### src/bresenham_line_rasterizer_core_assert.svh
// Assertion macros shared by the rasterizer modules.
// Needs nothing else; each user passes its own clock and active-low reset.
`ifndef BRESENHAM_LINE_RASTERIZER_CORE_ASSERT_SVH
`define BRESENHAM_LINE_RASTERIZER_CORE_ASSERT_SVH

// Same-cycle implication, checked outside reset.
`define BLRC_ASSERT_IMP(label, clk, rst_n, ante, cons, msg) \
    label: assert property (@(posedge clk) disable iff (!(rst_n)) (ante) |-> (cons)) \
        else $error(msg);

// Next-cycle implication, checked outside reset.
`define BLRC_ASSERT_NXT(label, clk, rst_n, ante, cons, msg) \
    label: assert property (@(posedge clk) disable iff (!(rst_n)) (ante) |=> (cons)) \
        else $error(msg);

`endif

### src/blrc_pkg.sv
// Package for the Bresenham line rasterizer: widths, frame size, payload
// structs and the RGB565 to RGB888 colour widening. Depends on nothing.
`default_nettype none

package blrc_pkg;

    localparam int COORD_W      = 12;
    localparam int DELTA_W      = 13;
    localparam int ERR_W        = 14;
    localparam int ADDR_W       = 19;
    localparam int COLOR565_W   = 16;
    localparam int COLOR_W      = 24;
    localparam int FRAME_WIDTH  = 800;
    localparam int FRAME_HEIGHT = 600;
    localparam int IN_DATA_W    = 64;
    localparam int OUT_DATA_W   = 72;

    localparam logic CMD_START = 1'b0;
    localparam logic CMD_STEP  = 1'b1;

    // One command as it enters the step engine.
    typedef struct packed {
        logic                  cmd;
        logic [COORD_W-1:0]    x_start;
        logic [COORD_W-1:0]    y_start;
        logic [COORD_W-1:0]    x_end;
        logic [COORD_W-1:0]    y_end;
        logic [COLOR565_W-1:0] color565;
    } t_cmd;

    // One pixel as it leaves the step engine, before address generation.
    typedef struct packed {
        logic [COORD_W-1:0] x;
        logic [COORD_W-1:0] y;
        logic               on_line;
        logic               last;
        logic [COLOR_W-1:0] color;
    } t_pix;

    // Each field is shifted up and its top bits refill the low bits.
    function automatic logic [COLOR_W-1:0] widen565(input logic [COLOR565_W-1:0] c);
        logic [4:0] r;
        logic [5:0] g;
        logic [4:0] b;
        r = c[15:11];
        g = c[10:5];
        b = c[4:0];
        widen565 = {r, r[4:2], g, g[5:4], b, b[4:2]};
    endfunction

endpackage

`default_nettype wire

### src/blrc_step.sv
// Line state and one-pixel step of the rasterizer, with its pixel register.
// Depends on blrc_pkg and the shared assertion macro header.
`default_nettype none

`include "bresenham_line_rasterizer_core_assert.svh"

module blrc_step
    import blrc_pkg::*;
(
    input  wire logic i_clk,
    input  wire logic i_rst_n,
    input  wire logic i_cmd_valid,
    input  wire t_cmd i_cmd,
    output logic      o_cmd_ready,
    output logic      o_pix_valid,
    output t_pix      o_pix,
    input  wire logic i_pix_ready
);

    logic [COORD_W-1:0] r_cur_x, r_cur_y, r_end_x, r_end_y;
    logic [DELTA_W-1:0] r_delta_x, r_neg_delta_y;
    logic               r_step_x_neg, r_step_y_neg, r_active;
    logic [ERR_W-1:0]   r_error;
    logic [COLOR_W-1:0] r_color;
    logic               r_pix_valid;
    t_pix               r_pix;

    logic [COORD_W-1:0] n_cur_x, n_cur_y, n_end_x, n_end_y;
    logic [DELTA_W-1:0] n_delta_x, n_neg_delta_y;
    logic               n_step_x_neg, n_step_y_neg, n_active;
    logic [ERR_W-1:0]   n_error;
    logic [COLOR_W-1:0] n_color;
    t_pix               n_pix;

    logic               fire;
    logic signed [DELTA_W-1:0] dxs, dys;
    logic signed [ERR_W:0]     e2;
    logic               move_x, move_y;
    logic signed [ERR_W:0]     err_sum;
    logic               at_end;

    assign o_cmd_ready = !r_pix_valid || i_pix_ready;
    assign fire        = i_cmd_valid && o_cmd_ready;

    always_comb begin
        dxs = $signed({i_cmd.x_end[COORD_W-1], i_cmd.x_end})
            - $signed({i_cmd.x_start[COORD_W-1], i_cmd.x_start});
        dys = $signed({i_cmd.y_end[COORD_W-1], i_cmd.y_end})
            - $signed({i_cmd.y_start[COORD_W-1], i_cmd.y_start});
        e2      = $signed({r_error, 1'b0});
        move_x  = e2 >= $signed({{(ERR_W+1-DELTA_W){r_neg_delta_y[DELTA_W-1]}},
                                 r_neg_delta_y});
        move_y  = e2 <= $signed({{(ERR_W+1-DELTA_W){1'b0}}, r_delta_x});
        err_sum = $signed({r_error[ERR_W-1], r_error});
        if (move_x) begin
            err_sum = err_sum + $signed({{(ERR_W+1-DELTA_W){r_neg_delta_y[DELTA_W-1]}},
                                         r_neg_delta_y});
        end
        if (move_y) begin
            err_sum = err_sum + $signed({{(ERR_W+1-DELTA_W){1'b0}}, r_delta_x});
        end

        n_cur_x       = r_cur_x;
        n_cur_y       = r_cur_y;
        n_end_x       = r_end_x;
        n_end_y       = r_end_y;
        n_delta_x     = r_delta_x;
        n_neg_delta_y = r_neg_delta_y;
        n_step_x_neg  = r_step_x_neg;
        n_step_y_neg  = r_step_y_neg;
        n_error       = r_error;
        n_color       = r_color;

        case (i_cmd.cmd)
            CMD_START: begin
                n_cur_x       = i_cmd.x_start;
                n_cur_y       = i_cmd.y_start;
                n_end_x       = i_cmd.x_end;
                n_end_y       = i_cmd.y_end;
                n_delta_x     = dxs[DELTA_W-1] ? DELTA_W'(-dxs) : DELTA_W'(dxs);
                n_neg_delta_y = dys[DELTA_W-1] ? DELTA_W'(dys) : DELTA_W'(-dys);
                n_step_x_neg  = !($signed(i_cmd.x_start) < $signed(i_cmd.x_end));
                n_step_y_neg  = !($signed(i_cmd.y_start) < $signed(i_cmd.y_end));
                n_error       = ERR_W'({1'b0, n_delta_x})
                              + ERR_W'($signed(n_neg_delta_y));
                n_color       = widen565(i_cmd.color565);
            end
            CMD_STEP: begin
                if (r_active) begin
                    if (move_x) begin
                        n_cur_x = r_step_x_neg ? r_cur_x - 1'b1 : r_cur_x + 1'b1;
                    end
                    if (move_y) begin
                        n_cur_y = r_step_y_neg ? r_cur_y - 1'b1 : r_cur_y + 1'b1;
                    end
                    n_error = err_sum[ERR_W-1:0];
                end
            end
            default: begin
            end
        endcase

        at_end = (n_cur_x == n_end_x) && (n_cur_y == n_end_y);
        // A step with no line in progress reports the held pixel, writes nothing.
        if (i_cmd.cmd == CMD_STEP && !r_active) begin
            n_active      = 1'b0;
            n_pix.on_line = 1'b0;
            n_pix.last    = 1'b0;
        end else begin
            n_active      = !at_end;
            n_pix.on_line = 1'b1;
            n_pix.last    = at_end;
        end
        n_pix.x     = n_cur_x;
        n_pix.y     = n_cur_y;
        n_pix.color = n_color;
    end

    always_ff @(posedge i_clk) begin
        if (!i_rst_n) begin
            r_cur_x       <= '0;
            r_cur_y       <= '0;
            r_end_x       <= '0;
            r_end_y       <= '0;
            r_delta_x     <= '0;
            r_neg_delta_y <= '0;
            r_step_x_neg  <= 1'b0;
            r_step_y_neg  <= 1'b0;
            r_error       <= '0;
            r_color       <= '0;
            r_active      <= 1'b0;
            r_pix_valid   <= 1'b0;
        end else begin
            if (fire) begin
                r_cur_x       <= n_cur_x;
                r_cur_y       <= n_cur_y;
                r_end_x       <= n_end_x;
                r_end_y       <= n_end_y;
                r_delta_x     <= n_delta_x;
                r_neg_delta_y <= n_neg_delta_y;
                r_step_x_neg  <= n_step_x_neg;
                r_step_y_neg  <= n_step_y_neg;
                r_error       <= n_error;
                r_color       <= n_color;
                r_active      <= n_active;
            end
            if (o_cmd_ready) begin
                r_pix_valid <= i_cmd_valid;
            end
        end
    end

    always_ff @(posedge i_clk) begin
        if (fire) begin
            r_pix <= n_pix;
        end
    end

    assign o_pix_valid = r_pix_valid;
    assign o_pix       = r_pix;

    // The pixel register always holds the newest item, so the line state matches it.
    `BLRC_ASSERT_IMP(a_last_ends_line, i_clk, i_rst_n, r_pix_valid && r_pix.last, !r_active, "line still active after its end point")
    `BLRC_ASSERT_IMP(a_idle_step_idle, i_clk, i_rst_n, r_pix_valid && !r_pix.on_line, !r_active && !r_pix.last, "idle step reported a line pixel")
    `BLRC_ASSERT_NXT(a_idle_step_holds, i_clk, i_rst_n, fire && i_cmd.cmd == CMD_STEP && !r_active, $stable(r_cur_x) && $stable(r_cur_y) && $stable(r_error), "idle step moved the position")

endmodule

`default_nettype wire

### src/blrc_addr.sv
// Frame clipping and linear address generation, ending in the result register.
// Depends on blrc_pkg.
`default_nettype none

module blrc_addr
    import blrc_pkg::*;
#(
    parameter int FRAME_W = FRAME_WIDTH,
    parameter int FRAME_H = FRAME_HEIGHT
)
(
    input  wire logic          i_clk,
    input  wire logic          i_rst_n,
    input  wire logic          i_pix_valid,
    input  wire t_pix          i_pix,
    output logic               o_pix_ready,
    output logic               o_out_valid,
    input  wire logic          i_out_ready,
    output logic [COORD_W-1:0] o_pixel_x,
    output logic [COORD_W-1:0] o_pixel_y,
    output logic [ADDR_W-1:0]  o_pixel_addr,
    output logic               o_write_enable,
    output logic [COLOR_W-1:0] o_color,
    output logic               o_last
);

    localparam int                 UCOORD_W = COORD_W - 1;
    localparam int                 PROD_W   = 2 * UCOORD_W;
    localparam logic [UCOORD_W-1:0] WIDTH_C  = UCOORD_W'(FRAME_W);
    localparam logic [UCOORD_W-1:0] HEIGHT_C = UCOORD_W'(FRAME_H);

    logic               r_out_valid;
    logic [COORD_W-1:0] r_x, r_y;
    logic [ADDR_W-1:0]  r_addr;
    logic               r_we, r_last;
    logic [COLOR_W-1:0] r_color;

    logic              n_we;
    logic [PROD_W-1:0] n_lin;
    logic [ADDR_W-1:0] n_addr;
    logic              load;

    assign o_pix_ready = !r_out_valid || i_out_ready;
    assign load        = i_pix_valid && o_pix_ready;

    always_comb begin
        n_we = i_pix.on_line && !i_pix.x[COORD_W-1] && !i_pix.y[COORD_W-1]
            && (i_pix.x[UCOORD_W-1:0] < WIDTH_C) && (i_pix.y[UCOORD_W-1:0] < HEIGHT_C);
        n_lin = i_pix.y[UCOORD_W-1:0] * WIDTH_C + PROD_W'(i_pix.x[UCOORD_W-1:0]);
        n_addr = n_we ? n_lin[ADDR_W-1:0] : '0;
    end

    always_ff @(posedge i_clk) begin
        if (!i_rst_n) begin
            r_out_valid <= 1'b0;
        end else if (o_pix_ready) begin
            r_out_valid <= i_pix_valid;
        end
    end

    always_ff @(posedge i_clk) begin
        if (load) begin
            r_x     <= i_pix.x;
            r_y     <= i_pix.y;
            r_addr  <= n_addr;
            r_we    <= n_we;
            r_last  <= i_pix.last;
            r_color <= i_pix.color;
        end
    end

    assign o_out_valid    = r_out_valid;
    assign o_pixel_x      = r_x;
    assign o_pixel_y      = r_y;
    assign o_pixel_addr   = r_addr;
    assign o_write_enable = r_we;
    assign o_color        = r_color;
    assign o_last         = r_last;

endmodule

`default_nettype wire

### src/bresenham_line_rasterizer_core.sv
// Top level of the Bresenham line rasterizer: input register, step engine
// and address stage. Depends on blrc_pkg, blrc_step, blrc_addr and the macro header.
//
//  Channel   Direction  tdata (low bit up)                          tuser          tlast
//  s (cmd)   in         x_start, y_start, x_end, y_end, color565    cmd            -
//  m (pixel) out        pixel_x, pixel_y, pixel_addr, color_rgb888  write_enable   last
//
// Each command gives exactly one pixel transaction via input, pixel and result registers.
// One command is accepted in every cycle unless the output stalls; the rate is set by
// the step engine's error update, whose line state feeds straight back on itself.
// Reset is synchronous and active low; it clears the line state and all valid flags.
// Each of the three stages moves on when the stage after it is empty or draining,
// so a stalled result still lets earlier stages fill up before tready falls.
`default_nettype none

`include "bresenham_line_rasterizer_core_assert.svh"

module bresenham_line_rasterizer_core
    import blrc_pkg::*;
#(
    parameter int FRAME_W = FRAME_WIDTH,
    parameter int FRAME_H = FRAME_HEIGHT
)
(
    input  wire logic                  i_clk,
    input  wire logic                  i_rst_n,
    input  wire logic                  i_s_tvalid,
    output logic                       o_s_tready,
    input  wire logic [IN_DATA_W-1:0]  i_s_tdata,  // x_start, y_start, x_end, y_end, color565
    input  wire logic                  i_s_tuser,  // cmd
    output logic                       o_m_tvalid,
    input  wire logic                  i_m_tready,
    output logic [OUT_DATA_W-1:0]      o_m_tdata,  // pixel_x, pixel_y, pixel_addr, color_rgb888, zero pad
    output logic                       o_m_tuser,  // write_enable
    output logic                       o_m_tlast   // last
);

    localparam int PAD_W        = OUT_DATA_W - 2 * COORD_W - ADDR_W - COLOR_W;
    localparam int FRAME_PIXELS = FRAME_W * FRAME_H;

    // Input register: the only place the slave-side transaction is captured.
    logic r_in_valid;
    t_cmd r_in;
    t_cmd n_in;

    logic step_ready;
    logic pix_valid, pix_ready;
    t_pix pix;

    logic [COORD_W-1:0] out_x, out_y;
    logic [ADDR_W-1:0]  out_addr;
    logic [COLOR_W-1:0] out_color;
    logic               out_we, out_last;

    assign o_s_tready = !r_in_valid || step_ready;

    always_comb begin
        n_in.cmd      = i_s_tuser;
        n_in.x_start  = i_s_tdata[11:0];
        n_in.y_start  = i_s_tdata[23:12];
        n_in.x_end    = i_s_tdata[35:24];
        n_in.y_end    = i_s_tdata[47:36];
        n_in.color565 = i_s_tdata[63:48];
    end

    always_ff @(posedge i_clk) begin
        if (!i_rst_n) begin
            r_in_valid <= 1'b0;
        end else if (o_s_tready) begin
            r_in_valid <= i_s_tvalid;
        end
    end

    always_ff @(posedge i_clk) begin
        if (i_s_tvalid && o_s_tready) begin
            r_in <= n_in;
        end
    end

    blrc_step u_step (
        .i_clk       (i_clk),
        .i_rst_n     (i_rst_n),
        .i_cmd_valid (r_in_valid),
        .i_cmd       (r_in),
        .o_cmd_ready (step_ready),
        .o_pix_valid (pix_valid),
        .o_pix       (pix),
        .i_pix_ready (pix_ready)
    );

    blrc_addr #(
        .FRAME_W (FRAME_W),
        .FRAME_H (FRAME_H)
    ) u_addr (
        .i_clk          (i_clk),
        .i_rst_n        (i_rst_n),
        .i_pix_valid    (pix_valid),
        .i_pix          (pix),
        .o_pix_ready    (pix_ready),
        .o_out_valid    (o_m_tvalid),
        .i_out_ready    (i_m_tready),
        .o_pixel_x      (out_x),
        .o_pixel_y      (out_y),
        .o_pixel_addr   (out_addr),
        .o_write_enable (out_we),
        .o_color        (out_color),
        .o_last         (out_last)
    );

    assign o_m_tdata = {{PAD_W{1'b0}}, out_color, out_addr, out_y, out_x};
    assign o_m_tuser = out_we;
    assign o_m_tlast = out_last;

    // A written pixel always lands inside the frame, and a skipped one carries address zero.
    `BLRC_ASSERT_IMP(a_addr_in_frame, i_clk, i_rst_n, o_m_tvalid && o_m_tuser, 32'(out_addr) < 32'(FRAME_PIXELS), "write address outside the frame")
    `BLRC_ASSERT_IMP(a_addr_zero_skip, i_clk, i_rst_n, o_m_tvalid && !o_m_tuser, out_addr == '0, "skipped pixel carries an address")
    `BLRC_ASSERT_IMP(a_empty_accepts, i_clk, i_rst_n, !r_in_valid, o_s_tready, "empty input register refuses a command")

endmodule

`default_nettype wire
### config.mk
export PLATFORM = sky130hd
export DESIGN_NAME = bresenham_line_rasterizer_core
export DESIGN_NICKNAME = d
export VERILOG_FILES = /design/src/blrc_pkg.sv /design/src/blrc_step.sv /design/src/blrc_addr.sv /design/src/bresenham_line_rasterizer_core.sv
export VERILOG_INCLUDE_DIRS = /design/src /design/src/src
export SDC_FILE = /design/constraint.sdc
export NUM_CORES = 1
export LEC_CHECK = 0
export ABC_AREA = 1
export BUFFER_PORTS_ARGS = -buffer_cell sky130_fd_sc_hd__buf_4
export CAP_MARGIN = 20
export CORE_UTILIZATION = 25
export CTS_CLUSTER_SIZE = 10
export DETAILED_ROUTE_END_ITERATION = 8
export GPL_ROUTABILITY_DRIVEN = 0
export PLACE_DENSITY = 0.4
export SYNTH_ARGS = -nofsm -noshare
export SYNTH_HDL_FRONTEND = slang
export SYNTH_SLANG_ARGS = --single-unit
### constraint.sdc
create_clock -name i_clk -period 8.85 [get_ports i_clk]
set_input_delay 0.4425 -clock i_clk [delete_from_list [all_inputs] [get_ports i_clk]]
set_output_delay 0.4425 -clock i_clk [all_outputs]
set_load 0.02 [all_outputs]
==> results of run 1 <==
metrics by stage:
step                hold slack, ps  instances
floorplan                    400.3       2298
global placement             404.6       3341
detailed placement           404.5       3341
CTS                          2.775       3418
global route                0.7618       3418
finish                       40.00       3419
synth_stat cells (6+ instances only):
| library cell | count | share of area, % |
|---|---|---|
| a21oi_1 | 209 | 5.6 |
| a31oi_1 | 31 | 1.0 |
| buf_2 | 12 | 0.32 |
| buf_4 | 6 | 0.24 |
| clkbuf_1 | 45 | 0.91 |
| dfxtp_1 | 118 | 13 |
| edfxtp_1 | 184 | 30 |
| fa_1 | 14 | 1.5 |
| ha_1 | 154 | 10 |
| inv_1 | 355 | 7.2 |
| inv_2 | 8 | 0.16 |
| nand2_1 | 503 | 10 |
| nand2_2 | 10 | 0.34 |
| nand3_1 | 136 | 3.7 |
| nand3b_1 | 16 | 0.65 |
| nand4_1 | 20 | 0.67 |
| nor2_1 | 100 | 2.0 |
| nor3_1 | 13 | 0.35 |
| o21ai_0 | 208 | 5.6 |
| o21bai_1 | 15 | 0.61 |
| or2_2 | 14 | 0.47 |
| xnor2_1 | 16 | 0.75 |
| xor2_1 | 49 | 2.3 |
where the power goes:
part | leakage [nW] | internal [W] | switching, W
clock network | 0.635 | 0.000970 | 0.000670
registers | 2.70 | 0.00158 | 0.0000565
logic | 6.77 | 0.000407 | 0.000793
total | 10.1 | 0.00295 | 0.00152
layer usage:
metal	vias up	part of all wire, %
li1	7905	-
met4	0	2.1
met2	265	46
met1	7238	48
met5	-	0
met3	74	4.4
registers in the layout, indices dropped and copies added (netlist names), 12 cells and up:
register / count
u_step.r_end_x: 12
u_step.r_neg_delta_y: 13
u_addr.o_pixel_y: 12
u_step.r_error: 14
u_step.o_pix: 50
u_step.r_cur_y: 12
u_addr.o_pixel_addr: 19
u_addr.o_color: 24
u_step.r_end_y: 12
u_step.r_cur_x: 12
r_in: 65
u_addr.o_pixel_x: 12
u_step.r_delta_x: 13
u_step.r_color: 24
cell type report:
class                           count  share of cell area [%]
Sequential cell                   302                   35.92
Timing Repair Buffer              154                   5.276
Clock buffer                       57                   5.037
Antenna cell                        1                 0.01140
Tap cell                          959                   5.464
Clock inverter                     19                  0.9914
Inverter                          366                   6.273
Multi-Input combinational cell   1561                   41.03
worst max path at each step:
stage	start	endpoint	depth (start not counted)
after global routing	r_in[40]	u_step.r_error[13]	28
after detailed placement	r_in[40]	u_step.r_error[13]	28
after floorplan	i_m_tready	u_addr.o_color[0]	2
after global placement	r_in[40]	u_step.r_error[13]	28
after CTS	r_in[40]	u_step.r_error[13]	28
final	r_in[40]	u_step.r_error[13]	28
worst max-delay path, delay by kind of cell, from the launching register on:
kind,cells,cell delay [ps]
adders and majority gates,3,1050
DFF,1,500
AOI/OAI and AO/OA,5,890
buffers and inverters,5,450
and+or+nand+nor,14,1230
xor gates and xnor gates,1,410
repair_timing:
action | 4_1_cts | 5_1_grt
buffers inserted | 0 | 0
endpoints found under the hold margin | 1 | 0
hold buffers | 1 | 0
kinds of logic after synthesis:
| kind of cell | Yosys count | synth area share [%] |
|---|---|---|
| xor gates and xnor gates | 65 | 3.067 |
| buffers and inverters | 435 | 9.120 |
| DFF | 302 | 42.49 |
| other | 1 | 0.02020 |
| and+or+nand+nor | 827 | 19.06 |
| muxes | 5 | 0.2696 |
| adders and majority gates | 168 | 11.89 |
| AOI/OAI and AO/OA | 491 | 14.08 |
==> results.tsv, run 1 <==
stage	metric	value	unit
global_route	grt_antenna_before_repair	1	
synthesis	synth_edf_count	184	
place	hpwl	41650	um
synthesis	synth-seq-cells	302	
clock_tree	cts_root_buf	clkbuf_16	
synthesis	syn-cell-area	0.01856	mm^2
global_route	grt_overflow	0	
detailed_routing	via_per_inst	4.528	
detailed_routing	drt_iter0_markers	868	
final_layout	nets	2663	
status	status	finished with violations	
final_layout	postLayoutCellArea	0.02196	mm^2
floorplan	die_x	274.5	um
place	pre_cts_ws	4198	ps
global_route	grt_pass1_vias	15091	
final_layout	seq_area	0.007888	mm^2
worst_setup_path	critPathLaunchType	flop	
final_layout	drive_above_1_share	10.57	%
status	violations	DRC	
place	dpl-instance-area	0.02062	mm^2
synthesis	synth_seq_area_share	42.49	%
timing	timing.fmax	0.2155	GHz
synthesis	synth-main-ff-cell	edfxtp_1	
timing	finalMaxSlewViolations	0	
final_layout	synthToLayoutAreaGrowth	18.31	%
clock_tree	cts_num_sinks	302	
pwr	vdd_drop_max	0.1234	mV
hold_path	hold_end	r_in[39]	
detailed_routing	drc_errors	22	
floorplan	die_area	0.07534	mm^2
pwr	finalPower	0.004473	W
global_route	grt_max_degree	85	
worst_setup_path	r2r_cells	28	
floorplan	die_h	274.5	um
timing	skew	24.22	ps
timing	tns	0	ps
hold_path	whs_path_depth	1	
clock_tree	clockBufferDepth	3	
timing	rsz0062_at_grt	no	
timing	setup_ws	4209	ps
worst_setup_path	cp_slowest_cell	edfxtp_1	
synthesis	synth-async-reset-ratio	0	%
pwr	p_leak	10.11	nW
worst_setup_path	arrival	5130	ps
worst_setup_path	cp_common_cell	nand2_1	
run	drv_cap	0	
floorplan	rows	99	
clock_tree	cts_buffers	41	
worst_setup_path	cp_max_fo	10	
place	numPortBuffers	139	
timing	slew-limit-headroom	36.13	%
global_route	gr-usage-met1	19.72	%
timing	finalHoldViolations	0	
floorplan	core_area	0.07321	mm^2
worst_setup_path	slowest_delay	500	ps
timing	tightest_slew	952.2	ps
synthesis	yosysWarnings	0	
synthesis	ys_types	49	
hold_path	worstHoldStart	i_s_tdata[35]	
floorplan	initial_core_util	25.36	%
final_layout	fillers	7791	
hold_path	hold_class	in2reg	
global_route	gr-usage-met2	24.17	%
detailed_routing	wire_per_inst	16.32	um
worst_setup_path	end_kind	flop	
timing	finalCritPeriodShare	52.44	%
clock_tree	cts.clk_slew.worst_paths	60	ps
timing	setup_viol	0	
global_route	busiest_layer	met2	
detailed_routing	wl	55790	um
global_route	grt_pass1_wl	85750	um
final_layout	mostFrequentLayoutCells	503 x nand2_1, 352 x inv_1, 208 x a21oi_1, 208 x o21ai_0, 184 x edfxtp_1	
timing	final.min_clock_period	4641	ps
global_route	track_usage	14.69	%
detailed_routing	antenna_left	0	
worst_setup_path	r2r_end	u_step.r_error[13]	
detailed_routing	firstDrtPassIters	7	
final_layout	multi_input_area	0.009010	mm^2
worst_setup_path	rrSetupSlack	4210	ps
worst_setup_path	r2r-start	r_in[40]	
floorplan	pin_count	145	
synthesis	syn_avg_cell_area	8.091	um^2
worst_setup_path	cp.required	9330	ps
clock_tree	clkLatencyLatePin	580	ps
detailed_routing	num_vias	15482	
pwr	p_per_area	203.7	mW/mm^2
clock_tree	cts_htree_levels	2	
final_layout	final_core_util	30.00	%
synthesis	syn_inst	2294	
final_layout	layout_commonest_cell	nand2_1	
worst_setup_path	crit_type	reg2reg	
clock_tree	cts_tree	yes	
global_route	grt_util_met3	2.487	%
clock_tree	cts_resized	0	
Power figures use the tool's default switching activity.
==> run 2: changes to the inputs <==
--- a/config.mk
+++ b/config.mk
@@ -13,7 +13,7 @@
 export CTS_CLUSTER_SIZE = 10
 export DETAILED_ROUTE_END_ITERATION = 8
 export GPL_ROUTABILITY_DRIVEN = 0
-export PLACE_DENSITY = 0.4
+export PLACE_DENSITY = 0.41
 export SYNTH_ARGS = -nofsm -noshare
 export SYNTH_HDL_FRONTEND = slang
 export SYNTH_SLANG_ARGS = --single-unit
==> constraint.sdc (replaced) <==
create_clock -name i_clk -period 3.9 [get_ports i_clk]
set_input_delay 0.195 -clock i_clk [delete_from_list [all_inputs] [get_ports i_clk]]
set_output_delay 0.195 -clock i_clk [all_outputs]
set_load 0.02 [all_outputs]
==> run 2 against run 1 <==
  * Wire length rose by 6.2%
  * Combinational power grew to 3.2 times the previous value
  * Flip-flop and latch count did not move
  * Critical endpoint is now u_step.r_error[12]
  * The flow still finishes with violations (DRC)
  * Clock power grew 110%
==> results.tsv, run 2 (same netlist as run 1, synthesis figures left out) <==
stage	metric	value	unit	change
final_layout	fillers	7661		was 7791
timing	final.min_clock_period	3822	ps	was 4641 ps
floorplan	die_h	274.5	um	unchanged
worst_setup_path	rrSetupSlack	80	ps	was 4210 ps
final_layout	mostFrequentLayoutCells	483 x nand2_1, 343 x inv_1, 332 x buf_4		was 503 x nand2_1, 352 x inv_1, 208 x a21oi_1, 208 x o21ai_0, 184 x edfxtp_1
floorplan	initial_core_util	25.36	%	unchanged
clock_tree	cts_tree	yes		unchanged
worst_setup_path	r2r_end	u_step.r_error[12]		was u_step.r_error[13]
status	violations	DRC		unchanged
detailed_routing	drc_errors	18		was 22
worst_setup_path	r2r_cells	19		was 28
hold_path	hold_end	u_step.r_error[10]		was r_in[39]
detailed_routing	wl	59260	um	was 55790 um
floorplan	rows	99		unchanged
pwr	intPower	0.007201	W	was 0.002954 W
pwr	p_seq_share	33.7	%	was 36.5%
place	pre_cts_ws	-95.17	ps	was 4198 ps
final_layout	regMostFlops	r_in		unchanged
worst_setup_path	crit_type	reg2reg		unchanged
timing	finalCritPeriodShare	98.01	%	was 52.44%
clock_tree	clockBufferDepth	3		unchanged
final_layout	drive_above_1_share	20.34	%	was 10.57%
timing	rsz0062_at_grt	yes		was no
worst_setup_path	cp_max_fo	3		was 10
pwr	vdd_drop_max	0.2625	mV	was 0.1234 mV
global_route	grt_antenna_before_repair	3		was 1
floorplan	die_x	274.5	um	unchanged
timing	timing.fmax	0.2616	GHz	was 0.2155 GHz
pwr	p_leak	11.32	nW	was 10.11 nW
worst_setup_path	cp.required	4340	ps	was 9330 ps
pwr	p_per_area	445.9	mW/mm^2	was 203.7 mW/mm^2
clock_tree	clkLatencyLatePin	560	ps	was 580 ps
detailed_routing	top_layer	met4		unchanged
place	numPortBuffers	139		unchanged
clock_tree	cts_root_buf	clkbuf_16		unchanged
place	hpwl	44210	um	was 41650 um
hold_path	worstHoldStart	i_rst_n		was i_s_tdata[35]
final_layout	multi_input_area	0.009661	mm^2	was 0.009010 mm^2
floorplan	core_area	0.07321	mm^2	unchanged
clock_tree	cts.clk_slew.worst_paths	60	ps	about the same
worst_setup_path	r2r-start	r_in[52]		was r_in[40]
hold_path	hold_class	in2reg		unchanged
final_layout	largest_register_ffs	65		unchanged
floorplan	die_area	0.07534	mm^2	unchanged
run	drv_cap	0		unchanged
global_route	track_usage	15.37	%	was 14.69%
global_route	grt_pass1_vias	16153		was 15091
clock_tree	cts_num_sinks	302		unchanged
final_layout	seq_area	0.007888	mm^2	unchanged
timing	skew	17.21	ps	was 24.22 ps
detailed_routing	via_per_inst	4.495		was 4.528
pwr	p_sw	0.003751	W	was 0.001520 W
detailed_routing	num_vias	16466		was 15482
timing	slew-limit-headroom	36.75	%	was 36.13%
timing	finalHoldViolations	0		unchanged
place	dpl-instance-area	0.02183	mm^2	was 0.02062 mm^2
global_route	grt_overflow	0		unchanged
clock_tree	cts_htree_levels	2		unchanged
global_route	grt_max_degree	98		was 85
detailed_routing	drt_iter0_markers	839		was 868
final_layout	postLayoutCellArea	0.02456	mm^2	was 0.02196 mm^2
worst_setup_path	arrival	4260	ps	was 5130 ps
pwr	switching_share	34.25	%	was 33.97%
floorplan	pin_count	145		unchanged
clock_tree	cts_buffers	40		was 41
final_layout	antenna_cells	0		was 1
timing	tns	0	ps	unchanged
final_layout	layout_commonest_cell	nand2_1		unchanged
timing	tightest_slew	942.9	ps	was 952.2 ps
worst_setup_path	end_kind	flop		unchanged
timing	setup_ws	77.60	ps	was 4209 ps
worst_setup_path	critPathLaunchType	flop		unchanged
detailed_routing	antenna_left	0		unchanged
detailed_routing	firstDrtPassIters	7		unchanged
pwr	combPwrFrac	34.5	%	was 26.8%
global_route	grt_pass1_wl	89710	um	was 85750 um
final_layout	nets	2911		was 2663
timing	finalMaxSlewViolations	0		unchanged
timing	setup_viol	0		unchanged
hold_path	whs_path_depth	3		was 1
detailed_routing	routed-wl-met3	2067	um	was 2468 um
detailed_routing	wire_per_inst	16.18	um	was 16.32 um
final_layout	final_core_util	33.55	%	was 30.00%
pwr	p_clk_share	31.8	%	was 36.7%
final_layout	synthToLayoutAreaGrowth	32.33	%	was 18.31%
status	status	finished with violations		unchanged
detailed_routing	wl_met2	28040	um	was 25630 um
detailed_routing	wl_met1	27600	um	was 26530 um
run 2: cell types whose count changed in the layout (fill, tap and decap cells not counted), sizes merged:
cell         previous run  this run
diode                   1         0
dlygate4sd3             1        67
inv                   363       365
clkinv                 18        12
bufinv                  3         1
buf                   153       336
clkbuf                 57        59
run 2: metrics by stage:
stage / hold WS (ps) / instances / total power, W
after floorplan: 293.9 / 2298 / 0.005704
after global placement: 374.3 / 3499 / 0.006871
after detailed placement: 374.5 / 3499 / 0.006882
after CTS: 212.1 / 3640 / 0.01054
after global routing: 254.6 / 3663 / 0.01164
final: 239.7 / 3663 / 0.01095
run 2: worst max-delay path by stage:
stage | slack [ps] | endpoint | start
floorplan | 340 | u_step.r_error[13] | r_in[52]
global placement | -200 | u_step.r_error[13] | r_in[63]
detailed placement | -100 | u_step.r_error[13] | r_in[52]
CTS | 2 | u_step.r_error[10] | r_in[52]
global route | -80 | u_step.r_error[13] | r_in[52]
finish | 80 | u_step.r_error[12] | r_in[52]
run 2: cell type report:
cell class	instances	share of cell area, %
Multi-Input combinational cell	1561	39.33
Sequential cell	302	32.11
Clock inverter	13	0.4177
Timing Repair Buffer	403	13.13
Inverter	366	5.629
Tap cell	959	4.885
Clock buffer	59	4.493
run 2: worst max-delay path, stage by stage (launching register included):
cell and delay (ps):
edfxtp_1 400, ha_2 220, fa_2 610, ha_4 160, nand4_1 140, buf_4 190, nor4_4 310, nand4_1 190
nand2_2 150, xor2_4 200, ha_4 240, nand2_4 70, nor2_2 40, nand2_1 80, o2111ai_2 160, o21ai_1 190
a21oi_1 60, nand3b_1 160, o211ai_1 100, inv_1 50
run 2: layer usage:
| layer | vias to the layer above | GRT usage (%) |
|---|---|---|
| li1 | 8402 | - |
| met1 | 7689 | 20.31 |
| met2 | 286 | 25.91 |
| met3 | 89 | 1.857 |
| met4 | 0 | 4.854 |
| met5 | - | 0 |
run 2: power by group through the flow:
stage	combinational [W]	sequential, W	clock, W
2_1_floorplan	0.00196	0.00375	0
3_3_place_gp	0.00311	0.00376	0
3_5_place_dp	0.00312	0.00376	0
4_1_cts	0.00323	0.00369	0.00361
5_1_grt	0.00421	0.00371	0.00372
6_report	0.00378	0.00369	0.00348
run 2: timing repair:
action,4_1_cts,5_1_grt
pin swaps,1,61
hold buffers,67,0
buffers inserted,2,24
gates cloned,0,0
gates resized for setup,11,141
endpoints found under the setup margin,5,11
hold endpoints to repair,67,0
